$ cat src/rtl/core/shs_pkg.sv
// Shared types, constants and round functions for the SHA-256 stream hash unit.
// Used by shs_ctrl, shs_datapath and sha256_stream_hash_unit; no dependencies.
package shs_pkg;

   localparam int WORD_W      = 32;
   localparam int BUF_WORDS   = 16;
   localparam int DIGEST_N    = 8;
   localparam int ROUNDS      = 64;
   localparam int LEN_W       = 64;
   localparam int FILL_W      = 6;
   localparam int CNT_W       = 3;
   localparam int RND_W       = 6;
   localparam int IDX_W       = 3;
   localparam int REQ_DATA_W  = 40;

   localparam logic [CNT_W-1:0]  MAX_BYTES   = 3'd4;
   localparam logic [FILL_W:0]   BLOCK_BYTES = 7'd64;
   localparam logic [FILL_W-1:0] PAD_LIMIT   = 6'd56;
   localparam logic [7:0]        PAD_MARKER  = 8'h80;
   localparam logic [RND_W-1:0]  LAST_ROUND  = 6'd63;
   localparam logic [IDX_W-1:0]  LAST_DIGEST = 3'd7;

   localparam logic [WORD_W-1:0] INIT_HASH [DIGEST_N] = '{
      32'h6a09e667, 32'hbb67ae85, 32'h3c6ef372, 32'ha54ff53a,
      32'h510e527f, 32'h9b05688c, 32'h1f83d9ab, 32'h5be0cd19
   };

   localparam logic [WORD_W-1:0] ROUND_K [ROUNDS] = '{
      32'h428a2f98, 32'h71374491, 32'hb5c0fbcf, 32'he9b5dba5,
      32'h3956c25b, 32'h59f111f1, 32'h923f82a4, 32'hab1c5ed5,
      32'hd807aa98, 32'h12835b01, 32'h243185be, 32'h550c7dc3,
      32'h72be5d74, 32'h80deb1fe, 32'h9bdc06a7, 32'hc19bf174,
      32'he49b69c1, 32'hefbe4786, 32'h0fc19dc6, 32'h240ca1cc,
      32'h2de92c6f, 32'h4a7484aa, 32'h5cb0a9dc, 32'h76f988da,
      32'h983e5152, 32'ha831c66d, 32'hb00327c8, 32'hbf597fc7,
      32'hc6e00bf3, 32'hd5a79147, 32'h06ca6351, 32'h14292967,
      32'h27b70a85, 32'h2e1b2138, 32'h4d2c6dfc, 32'h53380d13,
      32'h650a7354, 32'h766a0abb, 32'h81c2c92e, 32'h92722c85,
      32'ha2bfe8a1, 32'ha81a664b, 32'hc24b8b70, 32'hc76c51a3,
      32'hd192e819, 32'hd6990624, 32'hf40e3585, 32'h106aa070,
      32'h19a4c116, 32'h1e376c08, 32'h2748774c, 32'h34b0bcb5,
      32'h391c0cb3, 32'h4ed8aa4a, 32'h5b9cca4f, 32'h682e6ff3,
      32'h748f82ee, 32'h78a5636f, 32'h84c87814, 32'h8cc70208,
      32'h90befffa, 32'ha4506ceb, 32'hbef9a3f7, 32'hc67178f2
   };

   // Controller to datapath commands (start may share its cycle with load, pad or pad2)
   typedef struct packed {
      logic take;    // latch request word, bump length
      logic load;    // move pending bytes into the block buffer
      logic pad;     // marker, zero fill, length if it fits
      logic pad2;    // extra padding block: zeros and length
      logic start;   // load working registers from chaining value
      logic round;   // one compression round
      logic fold;    // add working registers into chaining value
      logic emit;    // digest word taken by the consumer
   } shs_cmd_type;

   // Datapath to controller status
   typedef struct packed {
      logic full_next;   // this load completes the block
      logic last;        // pending request ends the message
      logic len_fits;    // marker leaves room for the length
      logic round_done;  // final round this cycle
      logic out_final;   // eighth digest word on offer
   } shs_stat_type;

   function automatic logic [WORD_W-1:0] rotr(input logic [WORD_W-1:0] x, input int n);
      rotr = (x >> n) | (x << (WORD_W - n));
   endfunction

   function automatic logic [WORD_W-1:0] big_sigma0(input logic [WORD_W-1:0] x);
      big_sigma0 = rotr(x, 2) ^ rotr(x, 13) ^ rotr(x, 22);
   endfunction

   function automatic logic [WORD_W-1:0] big_sigma1(input logic [WORD_W-1:0] x);
      big_sigma1 = rotr(x, 6) ^ rotr(x, 11) ^ rotr(x, 25);
   endfunction

   function automatic logic [WORD_W-1:0] small_sigma0(input logic [WORD_W-1:0] x);
      small_sigma0 = rotr(x, 7) ^ rotr(x, 18) ^ (x >> 3);
   endfunction

   function automatic logic [WORD_W-1:0] small_sigma1(input logic [WORD_W-1:0] x);
      small_sigma1 = rotr(x, 17) ^ rotr(x, 19) ^ (x >> 10);
   endfunction

endpackage

$ cat src/rtl/core/shs_ctrl.sv
// Sequencing state machine of the SHA-256 stream hash unit.
// Depends on shs_pkg; issues commands to shs_datapath and runs both handshakes.
module shs_ctrl
   import shs_pkg::*;
(
   input  logic         clock,
   input  logic         reset,
   input  logic         req_tvalid,
   output logic         req_tready,
   output logic         rsp_tvalid,
   input  logic         rsp_tready,
   input  shs_stat_type stat,
   output shs_cmd_type  cmd
);

   localparam logic [2:0] ST_IDLE  = 3'd0;
   localparam logic [2:0] ST_LOAD  = 3'd1;
   localparam logic [2:0] ST_PAD   = 3'd2;
   localparam logic [2:0] ST_PAD2  = 3'd3;
   localparam logic [2:0] ST_ROUND = 3'd4;
   localparam logic [2:0] ST_FOLD  = 3'd5;
   localparam logic [2:0] ST_OUT   = 3'd6;

   logic [2:0] state_ff, state_in;
   logic [2:0] ret_ff, ret_in;   // where to go after a compression

   assign req_tready = (state_ff == ST_IDLE);
   assign rsp_tvalid = (state_ff == ST_OUT);

   // next state and commands
   always_comb begin
      state_in = state_ff;
      ret_in   = ret_ff;
      cmd      = '0;
      unique case (state_ff)
         ST_IDLE: begin
            if (req_tvalid) begin
               cmd.take = 1'b1;
               state_in = ST_LOAD;
            end
         end
         ST_LOAD: begin
            cmd.load = 1'b1;
            if (stat.full_next) begin
               cmd.start = 1'b1;
               ret_in    = ST_LOAD;
               state_in  = ST_ROUND;
            end else if (stat.last) begin
               state_in = ST_PAD;
            end else begin
               state_in = ST_IDLE;
            end
         end
         ST_PAD: begin
            cmd.pad   = 1'b1;
            cmd.start = 1'b1;
            ret_in    = stat.len_fits ? ST_OUT : ST_PAD2;
            state_in  = ST_ROUND;
         end
         ST_PAD2: begin
            cmd.pad2  = 1'b1;
            cmd.start = 1'b1;
            ret_in    = ST_OUT;
            state_in  = ST_ROUND;
         end
         ST_ROUND: begin
            cmd.round = 1'b1;
            if (stat.round_done)
               state_in = ST_FOLD;
         end
         ST_FOLD: begin
            cmd.fold = 1'b1;
            state_in = ret_ff;
         end
         ST_OUT: begin
            if (rsp_tready) begin
               cmd.emit = 1'b1;
               if (stat.out_final)
                  state_in = ST_IDLE;
            end
         end
         default: begin
            state_in = ST_IDLE;
         end
      endcase
   end

   always_ff @(posedge clock) begin
      if (reset) begin
         state_ff <= ST_IDLE;
         ret_ff   <= ST_IDLE;
      end else begin
         state_ff <= state_in;
         ret_ff   <= ret_in;
      end
   end

endmodule
$ cat config.mk
export PLATFORM = sky130hd
export DESIGN_NAME = shs_ctrl
export DESIGN_NICKNAME = d
export VERILOG_FILES = /design/src/rtl/core/shs_pkg.sv /design/src/rtl/core/shs_ctrl.sv
export SDC_FILE = /design/constraint.sdc
export NUM_CORES = 1
export LEC_CHECK = 0
export BUFFER_PORTS_ARGS = -buffer_cell sky130_fd_sc_hd__buf_4
export CORE_AREA = 3 3 40 42
export DETAILED_ROUTE_END_ITERATION = 10
export DIE_AREA = 0 0 43 45
export GPL_ROUTABILITY_DRIVEN = 0
export PLACE_DENSITY_LB_ADDON = 0.15
export SETUP_SLACK_MARGIN = 0.05
export SLEW_MARGIN = 10
export SYNTH_ARGS = -nofsm -noshare
export SYNTH_HDL_FRONTEND = slang
export SYNTH_SLANG_ARGS = --single-unit
$ cat constraint.sdc
create_clock -name clock -period 1.7 [get_ports clock]
set_input_delay 0.34 -clock clock [delete_from_list [all_inputs] [get_ports clock]]
set_output_delay 0.34 -clock clock [all_outputs]
set_load 0.05 [all_outputs]
# ---- Yosys cells after proc, flatten, opt, wreduce, memory -nomap -nowiden
# Cells that the tools add are included.
dict set report totals {
  mem_bits_ro 0
  latch_bits 0
  mem_bits_rw 0
  input_bits 9
  regBits 6
  wordCells 39
  out_inout_bits 10
  memories 0
}
dict set report op_classes {
  n_eq_ne 11
  n_lt_le_gt_ge 0
  div_mod_pow 0
  shift 0
  addsub 0
  n_reduce_logical 5
  n_bitwise 0
  n_mul 0
  n_mux 21
}
# cell n
set ops {}
lappend ops {{two-way mux 3 bit} 7}
lappend ops {{case mux 3 bit (6 select lines)} 1}
lappend ops {{two-way mux 1 bit} 10}
lappend ops {{equality test 3 bit, second input constant} 3}
lappend ops {{case mux 3 bit (3 select lines)} 1}
lappend ops {{equality test 3 x 2 -> 1 bit, second input constant} 2}
lappend ops {{!= test 2 bit, second input constant} 3}
lappend ops {{!= test 2 x 1 -> 1 bit, second input constant} 2}
lappend ops {{AND reduction 4 bit} 1}
lappend ops {{equality test 3 x 1 -> 1 bit, second input constant} 1}
lappend ops {{logical NOT 3 bit} 1}
lappend ops {{nonzero test 3 bit} 1}
lappend ops {{two-way mux 2 bit} 1}
lappend ops {{case mux 1 bit (2 select lines)} 1}
lappend ops {{AND reduction 2 bit} 1}
lappend ops {{OR reduction 2 bit} 1}

# ---- Depth between registers and ports, before layout
dict set report logic_depth {
  depth_word 3
  depth_mapped 4
  depth_no_buf 3
}

# ---- Worst setup path after synthesis
# No wires, ideal clock.
dict set report synth_timing {
  path_kind {register to output}
  from {reg state_ff[0]}
  to {out cmd[7] (netlist bit)}
  arrival_time_ns 2.135
  stages_incl_launch_ff 4
  slack_ns -0.775
  required_ns 1.360
  path_buffers 1
  cell_sequence {dfxtp_1 buf_2 nor3_1 and2_1}
}
# element line
set synth_rtl {}
lappend synth_rtl {{from (decl)} shs_ctrl.sv:24} ;# logic [2:0] state_ff, state_in;
lappend synth_rtl {{from (signal assigned)} shs_ctrl.sv:93} ;# state_ff <= state_in;
lappend synth_rtl {{to (decl)} shs_ctrl.sv:13} ;# output shs_cmd_type cmd

==> impl_metrics.env <==
export IMPL_setup_viol=0
export IMPL_critical_path_top_delay_family="flip-flops"
export IMPL_ys_flop_type="dfxtp_1"
export IMPL_route_detailed_drc=0
export IMPL_drt_total_wl_um=944
export IMPL_routedWlPerCell_um=11.1
export IMPL_ir_worst_vdd_uv=461
export IMPL_hold_viol_final=0
export IMPL_hpwlAfterDp_um=715
export IMPL_yosysWarnings=0
export IMPL_avgSynthCellArea_sq_um=7.33
export IMPL_max_clock_freq_mhz=636
export IMPL_synth_fa_ha_area_frac=0
export IMPL_rsz0062_at_grt="no"
export IMPL_grt_pass1_vias=341
export IMPL_final_setup_tns_ns=0
export IMPL_postLayoutCoreUtil=0.452
export IMPL_antenna_found_initial=0
export IMPL_grt_pass1_wl_um=1460
export IMPL_cts_made_buffers=3
export IMPL_fp_row_count=13
export IMPL_die_area_sq_um=1940
export IMPL_die_h_um=45
export IMPL_first_iter_violations=4
export IMPL_setup_slack_ns=0.127
export IMPL_start_util=0.279
export IMPL_yosysSeqAreaShare=0.334
export IMPL_cts_post_setup_buffers_inserted=0
export IMPL_end_kind="output pin"
export IMPL_fin_skew_ns=0.00826
export IMPL_slew_violations=0
export IMPL_holdWs_ns=0.289
export IMPL_dr_pass1_iters=2
export IMPL_holdBufCountCts=0
export IMPL_worst_pin_slew_ns=0.320
export IMPL_synth_compound_area_share=0.247
export IMPL_n_antenna_cell=0
export IMPL_yosysUniqueCellTypes=21
export IMPL_period_minus_slack_ns=1.57
export IMPL_grt_max_degree=14
export IMPL_synth_top_family_by_area="simple AND/OR/NAND/NOR gates"
export IMPL_track_usage=0.109
export IMPL_dp_slack_ns=0.260
export IMPL_cts_clk_slew_worst_paths_ns=0.05
export IMPL_root_buffer="clkbuf_4"
export IMPL_total_power_mw=0.502
export IMPL_htree_levels=1
export IMPL_io_pins=19
export IMPL_dpl_cell_area_sq_um=537
export IMPL_synth_cells=49
export IMPL_synth_xor_area_share=0
export IMPL_powerDensity_nw_per_um2=865
export IMPL_min_period_over_period=0.925
export IMPL_die_x_um=43
export IMPL_cts_sinks=6
export IMPL_grt_overflow_total=0
export IMPL_dr_total_vias=415
export IMPL_max_stage_delay_ns=0.34
export IMPL_tritoncts="yes"
export IMPL_core_area_sq_um=1280
export IMPL_synth_mux_area_frac=0
export IMPL_yosys_area_share_simple=0.345
export IMPL_p_leak_nw=0.277
export IMPL_maxCapViolCount=0
export IMPL_cts_path_max_buffers=2
export IMPL_cp_required_ns=1.36
export IMPL_ant_nets=0
export IMPL_drive_above_1_share=0.486
export IMPL_final_area_sq_um=581
export IMPL_synth_edf_count=0
export IMPL_worstSetupStartpointType="flop"
export IMPL_worstHoldPathType="in -> reg"
export IMPL_nets=81
export IMPL_critical_path_cell_chain="buf_4 -> nand2b_2 -> nor2_2 -> buf_6"
export IMPL_slew_headroom=0.787
export IMPL_crit_arrival_ns=1.23
export IMPL_layout_cells_non_filler=85
export IMPL_syn_num_nets=58
export IMPL_areaGrowthSynthToFinish_pct=61.7
export IMPL_async_flop_share=0
export IMPL_fillers=129
export IMPL_dp_cells=82
export IMPL_syn_area_sq_um=359
export IMPL_crit_type="reg -> out"
export IMPL_crit_fanout=7
export IMPL_drt_vias_per_instance=4.88
export IMPL_synth_seq_cells=6
export IMPL_clk_latency_ns=0.25
export IMPL_slowest_stage="dfxtp_2"
export IMPL_io_buffers=18
export IMPL_critPathBufInv=2
export IMPL_status="finished clean"
-- cells by family after synthesis --
family,after synthesis
compound gates,13
buf+inv,6
flops,6
simple gates,24
-- flip-flops by register name (all words and copies together) (netlist names) --
register  flops
ret_ff        3
state_ff      3
-- Yosys cell counts, types with 3 or more instances --
master,n,area share
a21oi_1,4,0.056
nand2b_1,3,0.052
dfxtp_1,6,0.33
buf_2,3,0.042
inv_1,3,0.031
nand2_1,4,0.042
nor2_1,5,0.052
nand3_1,3,0.042
-- timing repair --
action	in CTS	in global routing
endpoints found under the setup margin	3	8
pin swaps	0	1
gates resized for setup	1	8
-- worst paths after layout --
| path | from | end | slack, ns | cells past startpoint |
|---|---|---|---|---|
| worst max-delay path | state_ff[2]$_SDFFE_PP0P_ | cmd[4] | 0.13 | 4 |
| worst min-delay path | reset | state_ff[1]$_SDFFE_PP0P_ | 0.29 | 2 |
| worst max register to register | state_ff[2]$_SDFFE_PP0P_ | state_ff[1]$_SDFFE_PP0P_ | 0.37 | 4 |
| worst min register to register | ret_ff[1]$_SDFFE_PP0P_ | ret_ff[1]$_SDFFE_PP0P_ | 0.47 | 2 |
-- final cells by class --
| class | instances | area, sq um | area share |
|---|---|---|---|
| Multi-Input combinational cell | 37 | 239 | 0.412 |
| Timing Repair Buffer | 21 | 165 | 0.284 |
| Tap cell | 15 | 18.8 | 0.0323 |
| Sequential cell | 6 | 124 | 0.213 |
| Inverter | 3 | 11.3 | 0.0194 |
| Clock buffer | 3 | 22.5 | 0.0388 |
-- per-layer routing --
layer,up-vias,share of wire,GRT usage
li1,218,-,-
met2,7,0.52,0.159
met3,2,0.060,0.0637
met5,-,0,0
met1,188,0.41,0.121
met4,0,0.013,0.0723
-- cells in the final DEF, fill, tap and decap left out --
cell	count
dfxtp_1	3
and2_1	2
or3b_1	1
nor3_4	1
o2bb2ai_1	1
clkbuf_4	3
o21bai_1	1
buf_4	19
nand3_1	3
buf_6	2
o22ai_1	1
nand2_1	4
nand2b_2	1
a211o_1	1
and3_1	2
nor3_2	1
nor2b_2	1
nand2b_1	2
inv_1	3
nor2_2	2
o211a_1	1
dfxtp_2	3
nor2b_1	1
o21ai_0	2
a21oi_1	4
a221oi_1	1
a21oi_2	1
nor2_1	3
-- where the power goes --
| group | internal [mW] | switching [mW] | leakage (nW) |
|---|---|---|---|
| logic | 0.0775 | 0.123 | 0.213 |
| clock network | 0.0798 | 0.0510 | 0.0138 |
| registers | 0.154 | 0.0176 | 0.0501 |
| total | 0.311 | 0.191 | 0.277 |
Note: power is estimated with default switching activity, not from simulation.
